`config.mk`:
```
export PLATFORM = sky130hd
export DESIGN_NAME = kmms_ctrl
export DESIGN_NICKNAME = d
export VERILOG_FILES = /design/src/design/kmms_pkg.sv /design/src/design/kmms_ctrl.sv
export VERILOG_INCLUDE_DIRS = /design/src /design/src/design
export SDC_FILE = /design/constraint.sdc
export NUM_CORES = 1
export LEC_CHECK = 0
export BUFFER_PORTS_ARGS = -buffer_cell sky130_fd_sc_hd__buf_4
export CAP_MARGIN = 0
export CORE_AREA = 4 4 41 43
export CTS_CLUSTER_SIZE = 24
export DETAILED_ROUTE_END_ITERATION = 8
export DIE_AREA = 0 0 45 47
export SLEW_MARGIN = 40
export SYNTH_ARGS = -nofsm -noshare
export SYNTH_HDL_FRONTEND = slang
export SYNTH_SLANG_ARGS = --single-unit
```
`constraint.sdc`:
```
create_clock -name clk -period 2.5 [get_ports clk]
set_clock_uncertainty 0.2 [all_clocks]
set_input_delay 0.75 -clock clk [delete_from_list [all_inputs] [get_ports clk]]
set_output_delay 0.75 -clock clk [all_outputs]
set_load 0.1 [all_outputs]
```
`src/design/kway_merge_min_select_top_macros.svh`:
```
// Assertion macros used by the merge selector controller.
`ifndef KWAY_MERGE_MIN_SELECT_TOP_MACROS_SVH
`define KWAY_MERGE_MIN_SELECT_TOP_MACROS_SVH

// Same-cycle implication, disabled while reset is asserted.
`define KMMS_ASSERT_NOW(label, clk, rst_n, ante, cons, msg) \
  label: assert property (@(posedge clk) disable iff (!rst_n) (ante) |-> (cons)) \
    else $error(msg);

// Next-cycle implication, disabled while reset is asserted.
`define KMMS_ASSERT_NEXT(label, clk, rst_n, ante, cons, msg) \
  label: assert property (@(posedge clk) disable iff (!rst_n) (ante) |=> (cons)) \
    else $error(msg);

`endif

```
`src/design/kmms_pkg.sv`:
```
package kmms_pkg;

  // Fixed field widths of the channels.
  localparam int STREAM_W = 4;
  localparam int CNT_W    = 5;
  localparam logic [CNT_W-1:0] CNT_RESET = 5'd16;

  typedef enum logic [1:0] {
    ST_IDLE,
    ST_SCAN,
    ST_DRAIN,
    ST_FINISH
  } kmms_state_t;

  // Commands from the controller to the datapath.
  typedef struct packed {
    logic accept;
    logic scan_start;
    logic scan_step;
    logic out_load;
  } kmms_cmd_t;

  // Status from the datapath to the controller.
  typedef struct packed {
    logic need_scan;
    logic issue_last;
    logic out_free;
  } kmms_sts_t;

endpackage

```
`src/design/kmms_ctrl.sv`:
```
`include "kway_merge_min_select_top_macros.svh"

module kmms_ctrl import kmms_pkg::*; (
  input  logic      clk,
  input  logic      rst_n,
  input  logic      in_valid,
  output logic      in_ready,
  input  kmms_sts_t sts,
  output kmms_cmd_t cmd
);

  kmms_state_t state_r, state_nxt;

  always_ff @(posedge clk) begin
    if (!rst_n) begin
      state_r <= ST_IDLE;
    end else begin
      state_r <= state_nxt;
    end
  end

  always_comb begin
    state_nxt = state_r;
    cmd       = '0;
    in_ready  = 1'b0;
    case (state_r)
      ST_IDLE: begin
        in_ready = 1'b1;
        if (in_valid) begin
          cmd.accept = 1'b1;
          if (sts.need_scan) begin
            cmd.scan_start = 1'b1;
            state_nxt      = ST_SCAN;
          end
        end
      end
      ST_SCAN: begin
        cmd.scan_step = 1'b1;
        if (sts.issue_last) begin
          state_nxt = ST_DRAIN;
        end
      end
      ST_DRAIN: begin
        state_nxt = ST_FINISH;
      end
      ST_FINISH: begin
        if (sts.out_free) begin
          cmd.out_load = 1'b1;
          state_nxt    = ST_IDLE;
        end
      end
      default: begin
        state_nxt = ST_IDLE;
      end
    endcase
  end

  `KMMS_ASSERT_NEXT(a_scan_ends, clk, rst_n, (state_r == ST_SCAN) && sts.issue_last, state_r == ST_DRAIN, "scan did not stop after the last slot")
  `KMMS_ASSERT_NEXT(a_load_stays, clk, rst_n, cmd.accept && !sts.need_scan, state_r == ST_IDLE, "load transfer started a scan")
  `KMMS_ASSERT_NEXT(a_finish_out, clk, rst_n, (state_r == ST_FINISH) && sts.out_free, (state_r == ST_IDLE) && !cmd.scan_step, "result not handed over")

endmodule

```
Word-level counts from Yosys, hierarchy flattened
Cells that the tools add are included.
- flip-flop bits (word level): 2
- bits of input ports: 6
- output and inout bits: 5
- eq/ne operators: 7
- muxes and demuxes: 12
- reduce and logical (&&, ||, !) cells: 2
- operators by type and width (kind ; count):
    $mux W2 ; 6
    $ne A2 B2 Y1 const B ; 4
    $pmux W2 S4 ; 1
    $mux W1 ; 5
    $eq A2 B2 Y1 const B ; 2
    $reduce_and A4 Y1 ; 1
    $eq A2 B1 Y1 const B ; 1
    $logic_not A2 Y1 ; 1

Depth between registers and ports, before layout
- depth in word-level cells: 3
- depth in mapped cells: 5
- mapped depth without buffers: 5

Worst setup path before layout
Ideal clock, no wire load.
- kind: input to output
- start: input port in_valid
- end: output port cmd[3] (netlist bit)
- data arrival time: 1487 ps
- required time: 1550 ps
- slack: 63 ps
- stages on the path: 1
- path buffers: 0
- path through: and2_1
- word-level cells in the longest chain between the ends: 2
- ends and longest elaborated chain (what ; line ; source):
    start: declaration ; kmms_ctrl.sv:6 ; input logic in_valid,
    $mux W2 ; kmms_ctrl.sv:29 ; if (in_valid) begin
    $mux W2 ; kmms_ctrl.sv:26 ; case (state_r)
    end: declaration ; kmms_ctrl.sv:9 ; output kmms_cmd_t cmd
No other way between the ends.

==> flow_summary.yaml <==
status:
  outcome: "finished clean"
critical_path:
  cp-startpoint: "state_r[0]$_SDFFE_PN0P_"
  required_ns: 1.55
  timing.rr.start: "state_r[0]$_SDFFE_PN0P_"
  arrival_ns: 1.32
  cp-end-kind: "output port"
  cp_max_fo: 4
  cp-start-kind: "flop"
  crit_type: "reg2out"
floorplanning:
  start_util_pct: 16.1
  io_pins: 11
  placementRows: 13
  die_h_um: 47
  dieArea_mm2: 0.00212
  core_mm2: 0.00130
  die_x_um: 45
finish:
  final_nets: 49
  instances_no_fill: 51
  layout_common_cells: "10 x buf_4, 5 x ha_1, 3 x inv_1, 3 x nand2_1, 3 x clkbuf_4"
  drive_gt1_share_pct: 47.2
  finalInstanceArea_um2: 325
  n_fill_cell: 164
  largest_reg_flops: 2
  regArea_um2: 40.0
  reg_top3: "state_r: 2 flops"
  area_growth_pct: 55.7
  multi_input_area_um2: 158
  layout_commonest_cell: "buf_4"
  max_flop_register: "state_r"
  diodes: 0
timing:
  finalCriticalPeriod_ns: 2.27
  finalSetupViolCount: 0
  hold_viol: 0
  tns_ns: 0
  slew_headroom_pct: 81.5
  fmax_mhz: 440
  drv_slew: 0
  worst_slew_pin_slew_ns: 0.280
  rsz0062_at_grt: "no"
  finalCritPeriodShare_pct: 90.9
worst_hold_path:
  min_from: "state_r[0]$_SDFFE_PN0P_"
  hold_path.class: "reg2reg"
placed_design:
  placed_area_um2: 303
  post-dp-hpwl_um: 362
  port_buffers: 10
  place_inst: 48
  gp_congestion: 0.603
drt:
  vias: 196
  via_per_inst: 3.84
  detail-route-antenna-nets: 0
  dr.first_iter.drc_count: 0
  wl_per_cell_um: 8.49
  drt_wl_total_um: 433
  drtPass1Iterations: 1
  remaining_drc_errors: 0
clock_tree:
  cts_tree: "yes"
  cts-root-buf: "clkbuf_4"
  cts_max_level: 1
  ctsHoldBuffers: 0
  numCtsBuffers: 3
  post_cts_buffers: 0
  clkTransAtPathRegs_ns: 0.03
  ctsResizeCount: 0
  insertion_delay_ns: 0.22
  clock_path_buffers: 2
  cts_sinks: 2
global_routing:
  track_usage_pct: 4.81
  grt.overflow.total: 0
  grt_pass1_vias: 183
  antenna_found_initial: 0
  grt_pass1_wl_um: 655
  grt_max_degree: 5
yosys:
  synthCells: 23
  syn_nets: 34
  synth_seq_area_share_pct: 19.2
  synth_area_um2: 209
  ys_types: 11
  syn_avg_cell_area_um2: 9.08
  ys_seq_elements: 2
  yosysWarnings: 0
run:
  maxCapViolCount: 0
==> cell usage after synthesis <==
master / instances / area share, %
o2111ai_2: 1 / 7.2
and2_1: 2 / 6.0
ha_1: 5 / 30
inv_1: 3 / 5.4
nand2b_2: 2 / 8.4
nand2_1: 3 / 5.4
and3_2: 1 / 3.6
mux2i_1: 2 / 9.6
dfxtp_1: 2 / 19
nand2b_1: 1 / 3.0
o21ai_0: 1 / 2.4
==> metal layers <==
| layer | wire length, um | GRT usage [%] | vias up |
|---|---|---|---|
| li1 | - | - | 101 |
| met3 | 49 | 4.60 | 0 |
| met2 | 195 | 7.63 | 7 |
| met1 | 188 | 4.30 | 88 |
| met5 | 0 | 0 | - |
| met4 | 0 | 1.75 | 0 |
==> area by class of cell <==
cell class	instances	share of cell area, %
repair buffers	10	23.1
clock buffers	3	6.92
multi-input cells	18	48.5
flip-flops and latches	2	12.3
well taps	15	5.77
inverters	3	3.46
==> worst paths after layout <==
path | slack, ns | end | cells past startpoint
setup / recovery | 0.23 | cmd[2] | 4
hold reg to reg | 0.30 | state_r[0]$_SDFFE_PN0P_ | 2
setup reg to reg | 1.10 | state_r[1]$_SDFFE_PN0P_ | 5
hold / removal | 0.30 | state_r[0]$_SDFFE_PN0P_ | 2
==> critical path, cell delays in order, from the launching register on <==
cell and delay (ns):
dfxtp_1 0.36, inv_1 0.10, ha_1 0.23, and3_2 0.18, buf_4 0.23
==> logic make-up after synthesis <==
logic type               after synthesis  share of synthesized area, %
adder cells (fa/ha/maj)                5                          29.9
multiplexers                           2                          9.58
flip-flops                             2                          19.2
AO/OA/AOI/OAI                          2                          9.58
AND/OR/NAND/NOR                        9                          26.4
buffers and inverters                  3                          5.39
==> per-stage QoR <==
| stage | setup WS, ns | utilization, % | hold slack [ns] |
|---|---|---|---|
| 2_1_floorplan | 0.0634 | - | 0.271 |
| 3_3_place_gp | 0.275 | 23.3 | 0.301 |
| 3_5_place_dp | 0.270 | 23.3 | 0.307 |
| 4_1_cts | 0.199 | 25.0 | 0.311 |
| 5_1_grt | 0.125 | 25.0 | 0.354 |
| 6_report | 0.228 | 25.0 | 0.300 |
Power is not shown: default switching activity piles up to over one toggle a cycle in this logic, so the estimate is an artifact.
