[config.mk]
export PLATFORM = sky130hd
export DESIGN_NAME = kmms_dp
export DESIGN_NICKNAME = d
export VERILOG_FILES = /design/src/design/kway_merge_min_select_top_macros.svh /design/src/design/kmms_pkg.sv /design/src/design/kmms_ram.sv /design/src/design/kmms_dp.sv
export SDC_FILE = /design/constraint.sdc
export NUM_CORES = 1
export LEC_CHECK = 0
export ABC_AREA = 1
export BUFFER_PORTS_ARGS = -buffer_cell sky130_fd_sc_hd__buf_4
export CORE_MARGIN = 4
export CORE_UTILIZATION = 60
export DETAILED_ROUTE_END_ITERATION = 10
export PLACE_DENSITY = 0.76
export RECOVER_POWER = 100
export SETUP_SLACK_MARGIN = 0.05
export SLEW_MARGIN = 10
export SYNTH_ARGS = -nofsm -noshare
export SYNTH_HDL_FRONTEND = slang
export SYNTH_HIERARCHICAL = 1
export SYNTH_SLANG_ARGS = --single-unit
[constraint.sdc]
create_clock -name clk -period 9.7 [get_ports clk]
set_input_delay 0.97 -clock clk [delete_from_list [all_inputs] [get_ports clk]]
set_output_delay 0.97 -clock clk [all_outputs]
set_load 0.01 [all_outputs]
[src/design/kway_merge_min_select_top_macros.svh]
// Assertion macros used by the merge selector controller.
`ifndef KWAY_MERGE_MIN_SELECT_TOP_MACROS_SVH
`define KWAY_MERGE_MIN_SELECT_TOP_MACROS_SVH

// Same-cycle implication, disabled while reset is asserted.
`define KMMS_ASSERT_NOW(label, clk, rst_n, ante, cons, msg) \
  label: assert property (@(posedge clk) disable iff (!rst_n) (ante) |-> (cons)) \
    else $error(msg);

// Next-cycle implication, disabled while reset is asserted.
`define KMMS_ASSERT_NEXT(label, clk, rst_n, ante, cons, msg) \
  label: assert property (@(posedge clk) disable iff (!rst_n) (ante) |=> (cons)) \
    else $error(msg);

`endif

[src/design/kmms_pkg.sv]
package kmms_pkg;

  // Fixed field widths of the channels.
  localparam int STREAM_W = 4;
  localparam int CNT_W    = 5;
  localparam logic [CNT_W-1:0] CNT_RESET = 5'd16;

  typedef enum logic [1:0] {
    ST_IDLE,
    ST_SCAN,
    ST_DRAIN,
    ST_FINISH
  } kmms_state_t;

  // Commands from the controller to the datapath.
  typedef struct packed {
    logic accept;
    logic scan_start;
    logic scan_step;
    logic out_load;
  } kmms_cmd_t;

  // Status from the datapath to the controller.
  typedef struct packed {
    logic need_scan;
    logic issue_last;
    logic out_free;
  } kmms_sts_t;

endpackage

[src/design/kmms_ram.sv]
module kmms_ram #(
  parameter int WIDTH = 31,
  parameter int DEPTH = 16
) (
  input  logic                     clk,
  input  logic                     we,
  input  logic [$clog2(DEPTH)-1:0] waddr,
  input  logic [WIDTH-1:0]         wdata,
  input  logic [$clog2(DEPTH)-1:0] raddr,
  output logic [WIDTH-1:0]         rdata
);

  logic [WIDTH-1:0] mem [DEPTH];

  always_ff @(posedge clk) begin
    if (we) begin
      mem[waddr] <= wdata;
    end
    rdata <= mem[raddr];
  end

endmodule

[src/design/kmms_dp.sv]
module kmms_dp import kmms_pkg::*; #(
  parameter int MAX_STREAMS = 16,
  parameter int VALUE_BITS  = 31
) (
  input  logic                  clk,
  input  logic                  rst_n,
  input  kmms_cmd_t             cmd,
  output kmms_sts_t             sts,
  input  logic                  cfg_we,
  input  logic [CNT_W-1:0]      cfg_data,
  input  logic [VALUE_BITS-1:0] in_value,
  input  logic                  in_exhausted,
  output logic                  out_valid,
  input  logic                  out_ready,
  output logic [VALUE_BITS-1:0] out_least_value,
  output logic [STREAM_W-1:0]   out_min_stream,
  output logic                  out_done_res
);

  localparam int SLOT_W = $clog2(MAX_STREAMS);

  logic [CNT_W-1:0]       count_r;
  logic [CNT_W-1:0]       loaded_r, loaded_nxt;
  logic [MAX_STREAMS-1:0] live_r, live_nxt;
  logic [SLOT_W-1:0]      last_r, last_nxt;
  logic [SLOT_W-1:0]      idx_r;
  logic [SLOT_W-1:0]      cmp_idx_r;
  logic                   cmp_v_r;
  logic                   found_r;
  logic [VALUE_BITS-1:0]  best_r;
  logic [SLOT_W-1:0]      best_idx_r;
  logic                   out_valid_r;
  logic [VALUE_BITS-1:0]  out_value_r;
  logic [STREAM_W-1:0]    out_stream_r;
  logic                   out_done_r;

  logic [CNT_W-1:0]       n_eff;
  logic [CNT_W-1:0]       loaded_inc;
  logic                   loading;
  logic [SLOT_W-1:0]      slot;
  logic [VALUE_BITS-1:0]  rd_data;
  logic                   hit;

  // A count of zero acts as one; a count above the slot total is clamped.
  always_comb begin
    if (count_r == '0) begin
      n_eff = CNT_W'(1);
    end else if (int'(count_r) > MAX_STREAMS) begin
      n_eff = CNT_W'(MAX_STREAMS);
    end else begin
      n_eff = count_r;
    end
  end

  assign loading    = (loaded_r < n_eff);
  assign loaded_inc = loaded_r + CNT_W'(1);
  assign slot       = loading ? SLOT_W'(loaded_r) : last_r;

  assign sts.need_scan  = !(loading && (loaded_inc < n_eff));
  assign sts.issue_last = (CNT_W'(idx_r) == (n_eff - CNT_W'(1)));
  assign sts.out_free   = !out_valid_r || out_ready;

  kmms_ram #(
    .WIDTH (VALUE_BITS),
    .DEPTH (MAX_STREAMS)
  ) u_heads (
    .clk   (clk),
    .we    (cmd.accept && !in_exhausted),
    .waddr (slot),
    .wdata (in_value),
    .raddr (idx_r),
    .rdata (rd_data)
  );

  assign hit = cmp_v_r && live_r[cmp_idx_r] && (!found_r || (rd_data <= best_r));

  always_comb begin
    live_nxt   = live_r;
    loaded_nxt = loaded_r;
    last_nxt   = last_r;
    if (cfg_we) begin
      live_nxt   = '0;
      loaded_nxt = '0;
      last_nxt   = '0;
    end else if (cmd.accept) begin
      live_nxt[slot] = !in_exhausted;
      if (loading) begin
        loaded_nxt = loaded_inc;
      end
    end else if (cmd.out_load) begin
      if (found_r) begin
        last_nxt = best_idx_r;
      end else begin
        live_nxt   = '0;
        loaded_nxt = '0;
        last_nxt   = '0;
      end
    end
  end

  always_ff @(posedge clk) begin
    if (!rst_n) begin
      count_r     <= CNT_RESET;
      loaded_r    <= '0;
      live_r      <= '0;
      last_r      <= '0;
      cmp_v_r     <= 1'b0;
      out_valid_r <= 1'b0;
    end else begin
      if (cfg_we) begin
        count_r <= cfg_data;
      end
      loaded_r <= loaded_nxt;
      live_r   <= live_nxt;
      last_r   <= last_nxt;
      cmp_v_r  <= cmd.scan_step;
      if (cmd.out_load) begin
        out_valid_r <= 1'b1;
      end else if (out_ready) begin
        out_valid_r <= 1'b0;
      end
    end
  end

  always_ff @(posedge clk) begin
    if (cmd.scan_start) begin
      idx_r   <= '0;
      found_r <= 1'b0;
    end else begin
      if (cmd.scan_step) begin
        idx_r <= idx_r + SLOT_W'(1);
      end
      if (hit) begin
        found_r <= 1'b1;
      end
    end
    cmp_idx_r <= idx_r;
    if (hit) begin
      best_r     <= rd_data;
      best_idx_r <= cmp_idx_r;
    end
    if (cmd.out_load) begin
      out_done_r   <= !found_r;
      out_value_r  <= found_r ? best_r : '0;
      out_stream_r <= found_r ? STREAM_W'(best_idx_r) : '0;
    end
  end

  assign out_valid       = out_valid_r;
  assign out_least_value = out_value_r;
  assign out_min_stream  = out_stream_r;
  assign out_done_res    = out_done_r;

endmodule

# ---- After elaboration in Yosys (flattened, before gate mapping)
# Memories as Yosys holds them, arrays and structs flattened. A register that Yosys moved wholly into a read port is not among the register bits.
# Index checks and enable logic that the tools add are counted.
dict set report word_totals {
  output_inout_bits 40
  ff_bits 112
  wordCells 68
  in_bits 45
  mem_count 1
  mem_bits_rw 496
}
dict set report classes {
  n_bitwise 2
  n_eq_ne 3
  add_sub_neg 3
  n_reduce_logical 18
  mux 20
  magnitude_cmp 7
}
# memory depth width read_ports rd_clocked_by_memory_dff write_ports line_no
set memory_table {}
lappend memory_table {u_heads.mem 16 31 1 1 1 kmms_ram.sv:13} ;# logic [WIDTH-1:0] mem [DEPTH];
# cell n
set ops {}
lappend ops {{$mux 16} 3}
lappend ops {{$le 31x31->1} 1}
lappend ops {{$mux 5} 6}
lappend ops {{$bwmux 16} 1}
lappend ops {{$lt 4x5->1 const B} 2}
lappend ops {{$lt 5x5->1} 2}
lappend ops {{$mux 4} 2}
lappend ops {{$mux 1} 6}
lappend ops {{$add 5x1->5 const B} 1}
lappend ops {{$eq 4x5->1} 1}
lappend ops {{$gt 5x5->1 const B} 1}
lappend ops {{$logic_and 1x1->1} 5}
lappend ops {{$logic_not 5->1} 1}
lappend ops {{$sub 5x1->5 const B} 1}
lappend ops {{$add 4x1->4 const B} 1}
lappend ops {{$bmux 1 s4} 1}
lappend ops {{$demux 1 s4} 1}
lappend ops {{$ge 4x1->1 const B} 1}
lappend ops {{$logic_not 1->1} 4}
lappend ops {{$reduce_and 2->1} 2}
lappend ops {{$reduce_bool 2->1} 2}
lappend ops {{$reduce_and 3->1} 1}
lappend ops {{$logic_or 1x1->1} 2}
lappend ops {{$ne 2x1->1 const B} 1}
lappend ops {{other kinds (3)} 4}

# ---- Longest topological paths before layout
# Gate-level depths: netlist (run 1).
dict set report depth {
  depth_word 11
  ltp_mapped 16
  depth_no_buf 16
}

# ---- Cells and area by module
# Netlist (run 1), hierarchy kept.
# module instances seq_area_each_um2 area_each_um2 cells_each
set modules_own_cells {}
lappend modules_own_cells {kmms_ram 1 15514.9 22026.1 2054}
lappend modules_own_cells {kmms_dp 1 2952.8 5654.2 610}

# ---- Least setup slack after synthesis (run 1)
# OpenSTA, ideal clock, no wires.
dict set report synth_path {
  path_type {register to register}
  from {register count_r[2]}
  to {memory u_heads.mem[10][0] (enable)}
  t_arrival_ns 3.222
  setup_time_ns 0.419
  path_slack_ns 6.059
  synth_period_minus_slack_ns 3.641
  path_stages_with_launch 13
  path_cell_list {dfxtp_1 > nor2_1 > nand2_1 > o21ai_0 > nand2_1 > ha_1 > nand2_1 > nor2_1 > nand2_8 > nand3_1 > nand2_2 > nand3b_1 > nor2_1}
}
dict set report synth_via {
  elab_chain_len 5
  word_cells_on_any_way 6
}
# item line_no
set synth_lines {}
lappend synth_lines {{start: declaration} kmms_dp.sv:22} ;# logic [CNT_W-1:0] count_r;
lappend synth_lines {{start signal: assignment} kmms_dp.sv:111} ;# count_r <= cfg_data;
lappend synth_lines {{$gt 5x5->1} kmms_dp.sv:48} ;# end else if (int'(count_r) > MAX_STREAMS) begin
lappend synth_lines {{$mux 5} kmms_dp.sv:48}
lappend synth_lines {{$mux 5 *} kmms_dp.sv:46} ;# if (count_r == '0) begin
lappend synth_lines {{$lt 5x5->1 *} kmms_dp.sv:55} ;# assign loading = (loaded_r < n_eff);
lappend synth_lines {{$mux 4 *} kmms_dp.sv:57} ;# assign slot = loading ? SLOT_W'(loaded_r) : last_r;
lappend synth_lines {{named net slot[2]} kmms_dp.sv:40} ;# logic [SLOT_W-1:0] slot;
lappend synth_lines {{end: declaration} kmms_ram.sv:13}
# The timed path passes the listed nets; every way through them passes the cells marked *.

==> results.md, run 1 <==
* Normalized max-slew margin at -186%
* Synth top area share at just over 60%
* Async set-or-reset flop fraction in the synthesized netlist at 0%
* EDFF count, synth at 567
* Number of global-route vias before repair at 18.4k
* Final layout net count at 2801
* Syn. warnings at 6
* Post-synthesis mux area share at less than 1%
* Post-DR vias/cell at 5.50
* Synth cell types at 45
* Worst min-delay path class: reg2reg
* Fillers at 3415
* Main combinational cell family by area after synthesis: simple AND/OR/NAND/NOR gates
* Global-route wire length before repair at 97600 um
* ANT nets after route at 0
* Avg WL per Cell at 18.6 um
* Part of the cycle the worst path needs at 64.1%
* Reg clk slew, reported paths at ~0.060 ns
* Final WL at 62400 um
* # setup viols final at 0
* H-tree depth at 2
* Syn nets at around 2.8k
* Die W at between 200 and 250 um
* Clock sink total at 639
* PostCTS Resize Cnt at 0
* Multi-input gate area at 0.00664 mm^2
* Die ar. at between 0.04 and 0.05 mm^2
* Final GP Congestion at approximately 0.85
* Final TNS setup at 0 ns
* Pwr Density at between 150 and 200 mW/mm^2
* Ant. Diodes at 0
* Synth area leader: edfxtp_1
* Critical path class: reg2reg
* Final Util at 66.2%
* Pleak at 12.9 nW
* CP Max Fanout at 90
* Largest net degree at the start of global routing at 204
* GRT overflow at 0
* Critical Path RT at 10.16 ns
* Setup Fix Bufs, Post-CTS at 0
* Synth Area in Adders at 1.90%
* Max Cap Viol at 24
* Seq/Total Area, Yosys at 66.7%
* Worst Max-Slew Pin Slew at 4.29 ns
* Std cell rows at 78
* CORE AREA at 0.0455 mm^2
* Initial Utilization at 60.9%
* # hold bufs at CTS at 0
* Clock Skews at 0.0157 ns
* Vert. Die Dim at around 220 um
* Violated checks: max-capacitance violations, max-slew violations
* Max Root-Sink Buffers at 3
* Compound-Gate Fraction of Synth Area at 1.79%
* Port Buffer Count at 84
* # IOs at between 80 and 90
* Post-route minimum period at 6.22 ns
* TritonCTS buffer count at 61
* Hpwl dp at 35700 um
* Clk_lat worst skew at 0.62 ns
* Total global-route track usage at about a quarter
* Post-Syn Area at 0.0277 mm^2
* Crit path capture type: flip-flop
* Crit path arrival time at around 6.7 ns
* CTS tree: done
* Synth Area in XOR/XNOR at 0.221%
* Yosys reg bits at 639
* Mapped Cells at 2664
* CP startpoint kind: flip-flop
* RSZ-0062 raised after global routing: no
* VDD IR max at around 0.00014 V
* P&R area growth vs syn at 8.83%
* Router iterations before antenna repair at 6
* Initial detailed-routing violation count at 1813
* Syn avg cell area at 10.4 um^2
* Drc violations at 0
* Fmax at 0.161 GHz
* Main synth FF type: edfxtp_1
* Most numerous cell in the Yosys netlist: nand2_1
* Hold Fails Final Rpt at 0
* Most frequent cells after synthesis: nand2_1, edfxtp_1, inv_1
* Simple-gate portion of the synthesized area at 20.1%
* Register area at 0.0185 mm^2
* Ranking of synthesized cells by area: edfxtp_1, nand2_1, nand3_1, inv_1, dfxtp_1
* Status: complete, but fails checks
* Layout cell share with drive strength beyond 1 at 5.17%
* Initial antenna violation count at 1
* Clock root cell: clkbuf_16
* Via count at 18.5k
* Count of pins over their slew limit at 860
[final cells by class]
class                           count  share of cell area, %
Clock buffer                       81                   5.62
Clock inverter                     32                  0.959
Inverter                          486                   6.08
Multi-Input combinational cell   1427                   22.0
Sequential cell                   639                   61.3
Tap cell                          600                   2.49
Timing Repair Buffer               99                   1.50
[through the flow]
stage / hold WS (ns) / worst slack, ns / area, um^2 / power [W] / std cells
6_report: 0.433 / 3.48 / 30100 / 0.00584 / 3364
3_5_place_dp: 0.420 / 5.89 / 28600 / 0.00357 / 3248
4_1_cts: 0.435 / 5.87 / 30600 / 0.00589 / 3361
5_1_grt: 0.441 / 3.06 / 30100 / 0.00605 / 3364
3_3_place_gp: 0.414 / 6.03 / 28600 / 0.00355 / 3248
2_1_floorplan: 0.384 / 6.06 / 27700 / 0.00342 / 2664
[sequential cells by signal (all words and copies together), names as in the netlist, 4 cells and up]
register         count
best_idx_r           4
best_r              31
cmp_idx_r            4
count_r              5
idx_r                4
last_r               4
live_r              16
loaded_r             5
out_least_value     31
out_min_stream       4
u_heads/mem        496
u_heads/rdata       31
[worst max-delay path, cell delays in order (launching register included)]
cell      delay (ns)
dfxtp_1         1.09
inv_6           0.88
clkbuf_1        3.04
nand2_1         0.19
nand3_1         0.22
nand3_1         0.10
nand3_1         0.23
nand2_1         0.18
[per-layer routing]
metal | vias to the layer above | track usage [%] | part of all wire (%)
li1 | 8716 | - | -
met1 | 8885 | 32.4 | 40
met2 | 758 | 42.2 | 49
met3 | 141 | 3.82 | 7.7
met4 | 0 | 9.86 | 3.3
met5 | - | 0 | 0
[power by group]
group          switching (W)  leakage (nW)  internal (W)
combinational       0.000296          6.17      0.000124
clock               0.000982         0.964       0.00135
sequential         0.0000408          5.75       0.00305
[cell families (layout without fill, tap and decap cells)]
family,after synthesis,after routing
AND/OR/NAND/NOR,1291,1291
flip-flops,639,639
buffers and inverters,598,698
AO/OA/AOI/OAI,86,86
adder cells (fa/ha/maj),42,42
XOR/XNOR,7,7
multiplexers,1,1
[final timing paths]
path | startpoint | end | slack (ns) | depth (start not counted)
hold reg to reg | u_heads/rdata[26] | best_r[26] | 0.43 | 0
setup reg to reg | idx_r[0] | u_heads/rdata[8] | 3.48 | 7
hold / removal | u_heads/rdata[26] | best_r[26] | 0.43 | 0
setup / recovery | idx_r[0] | u_heads/rdata[8] | 3.48 | 7
[cell usage in the layout, fill, tap and decap left out, types with 2 or more instances in the layout]
cell,Yosys,routed
inv_1,481,481
nand3_1,396,396
clkinvlp_4,0,2
nand2_4,7,7
xor2_1,5,5
o21ai_0,28,28
nand3b_1,4,4
o22ai_1,2,2
inv_2,3,3
buf_4,12,17
clkinv_2,0,6
clkbuf_1,16,93
nor3_1,5,5
nand2_2,10,9
inv_6,1,2
nor2_4,3,3
edfxtp_1,567,567
o221ai_1,2,2
ha_1,42,42
nor4b_1,2,2
nand3_2,2,2
clkinv_1,0,16
nor2_2,8,8
xnor2_1,2,2
nand2_1,775,777
a21oi_1,34,34
a211oi_1,2,2
dfxtp_1,72,71
o211ai_1,2,2
clkbuf_8,0,7
bufinv_16,0,5
nor2_1,72,72
a21boi_0,0,11
clkbuf_16,0,62
No activity file was read; power rests on OpenSTA's default activity.
==> inputs of run 2 (changes only) <==
==> constraint.sdc (replaced) <==
create_clock -name clk -period 6.5 [get_ports clk]
set_input_delay 0.65 -clock clk [delete_from_list [all_inputs] [get_ports clk]]
set_output_delay 0.65 -clock clk [all_outputs]
set_load 0.01 [all_outputs]
==> results.md, run 2 (synthesis gave the netlist of run 1 again) <==
* Status: complete, but fails checks
* Violated checks: max-capacitance violations, max-slew violations
* Reg clk slew, reported paths at approximately 0.060 ns
* # hold bufs at CTS at 0
* Vert. Die Dim at 223 um
* Max Root-Sink Buffers at 3
* Hold_sp: cmd[2]
* Pwr Density at 295 mW/mm^2
* Crit path arrival time at 5.02 ns
* Worst Hold Endpoint: found_r
* Avg WL per Cell at roughly 18 um
* Clk_lat worst skew at between 0.5 and 0.6 ns
* TritonCTS buffer count at 66
* ANT nets after route at 0
* Initial Utilization at 60.9%
* VDD IR max at 0.000195 V
* Part of the cycle the worst path needs at approximately 75%
* Post-route minimum period at 4.88 ns
* Ant. Diodes at 0
* Initial detailed-routing violation count at ~2.3k
* Via count at ~18k
* CP startpoint kind: flip-flop
* Die W at roughly 220 um
* # IOs at 85
* Register area at 0.0185 mm^2
* Worst min-delay path class: in2reg
* Final GP Congestion at slightly above 0.8
* Post-DR vias/cell at 5.49
* RR Endpoint: u_heads/mem[0][10]
* Fmax at 0.205 GHz
* Critical Path RT at 6.64 ns
* CTS tree: done
* Worst Max-Slew Pin Slew at 2.82 ns
* Router iterations before antenna repair at 5
* Crit path capture type: flip-flop
* RSZ-0062 raised after global routing: no
* Largest net degree at the start of global routing at 190
* Drc violations at 0
* Multi-input gate area at 0.00672 mm^2
* Die ar. at 0.0496 mm^2
* Layout cell share with drive strength beyond 1 at 6.14%
* Hpwl dp at between 30000 and 40000 um
* Total global-route track usage at ~25%
* Leading cell type in the layout, fill and taps excluded: nand2_1
* Overall power at ~0.009 W
* Initial antenna violation count at 2
* CORE AREA at 0.0455 mm^2
* Reg2Reg Setup Slack at 1.62 ns
* Pleak at 13.0 nW
* CP Max Fanout at 31
* Normalized max-slew margin at -87.8%
* Max Cap Viol at 17
* Port Buffer Count at 84
* Critical path class: reg2reg
* H-tree depth at 3
* RR Startpoint: count_r[2]
* Largest Register: u_heads/mem
* Fillers at 3340
* PostCTS Resize Cnt at 0
* Most frequent cells in the layout: nand2_1, edfxtp_1, inv_1, nand3_1, clkbuf_1
* GRT overflow at 0
* Worst hold path stage count at 2
* Std cell rows at 78
* Setup Fix Bufs, Post-CTS at 0
* Count of pins over their slew limit at 609
* Clock Skews at 0.0142 ns
* # setup viols final at 0
* Final layout net count at 2804
* P&R area growth vs syn at 9.70%
* Clock root cell: clkbuf_16
* Hold Fails Final Rpt at 0
* Number of global-route vias before repair at 18.0k
* Final TNS setup at 0 ns
* Final WL at 61900 um
* Clock sink total at 639
* Worst Reg-to-Reg Cells at 14
* Global-route wire length before repair at ~97000 um
* Max reg flops at 496
-- run 2: per-stage QoR --
stage | hold slack [ns] | setup WS [ns] | cells | cell area (um^2) | util (%)
floorplan | 0.384 | 2.86 | 2664 | 27700 | -
global placement | 0.415 | 2.86 | 3249 | 28600 | 62.9
detailed placement | 0.408 | 2.71 | 3249 | 28600 | 62.9
CTS | 0.226 | 2.66 | 3368 | 30700 | 67.6
global route | 0.254 | 1.29 | 3368 | 30400 | 66.8
finish | 0.267 | 1.62 | 3368 | 30400 | 66.8
-- run 2: area by class of cell --
cell class                      count  share of cell area [%]
Inverter                          486                    6.03
Clock buffer                      100                    6.37
Sequential cell                   639                    60.8
Clock inverter                     19                   0.667
Tap cell                          600                    2.47
Timing Repair Buffer               97                    1.53
Multi-Input combinational cell   1427                    22.1
-- run 2: per-layer routing --
layer  up-vias  track usage [%]  share of wire (%)
li1       8718                -                  -
met1      8824             32.8                 39
met2       805             42.0                 50
met3       137             3.74                7.9
met4         0             8.99                3.0
met5         -                0                  0
-- run 2: where the power goes --
group	internal [W]	switching, W
clock	0.00221	0.00151
sequential	0.00455	0.0000578
combinational	0.000183	0.000443
-- run 2: worst max path at each step --
stage / from / cells after the start / to
after detailed placement: count_r[2] / 11 / u_heads/mem[13][21]
after global routing: count_r[2] / 14 / u_heads/mem[0][6]
after global placement: count_r[2] / 12 / u_heads/mem[4][21]
final: count_r[2] / 14 / u_heads/mem[0][10]
after floorplan: count_r[2] / 12 / u_heads/mem[10][0]
after CTS: count_r[2] / 11 / u_heads/mem[13][9]
-- run 2: critical path, stage by stage, from the launching register on --
cell and delay (ns):
dfxtp_1 0.32, nor2_1 0.18, nand2_1 0.09, o21ai_0 0.17, nand2_1 0.13, ha_1 0.20, a21oi_1 0.16, o21a_1 0.30
nand2_1 0.33, nand2_1 0.21, nand2_4 0.10, inv_1 0.10, nand2_1 0.20, nor2_4 0.15, clkbuf_1 1.79
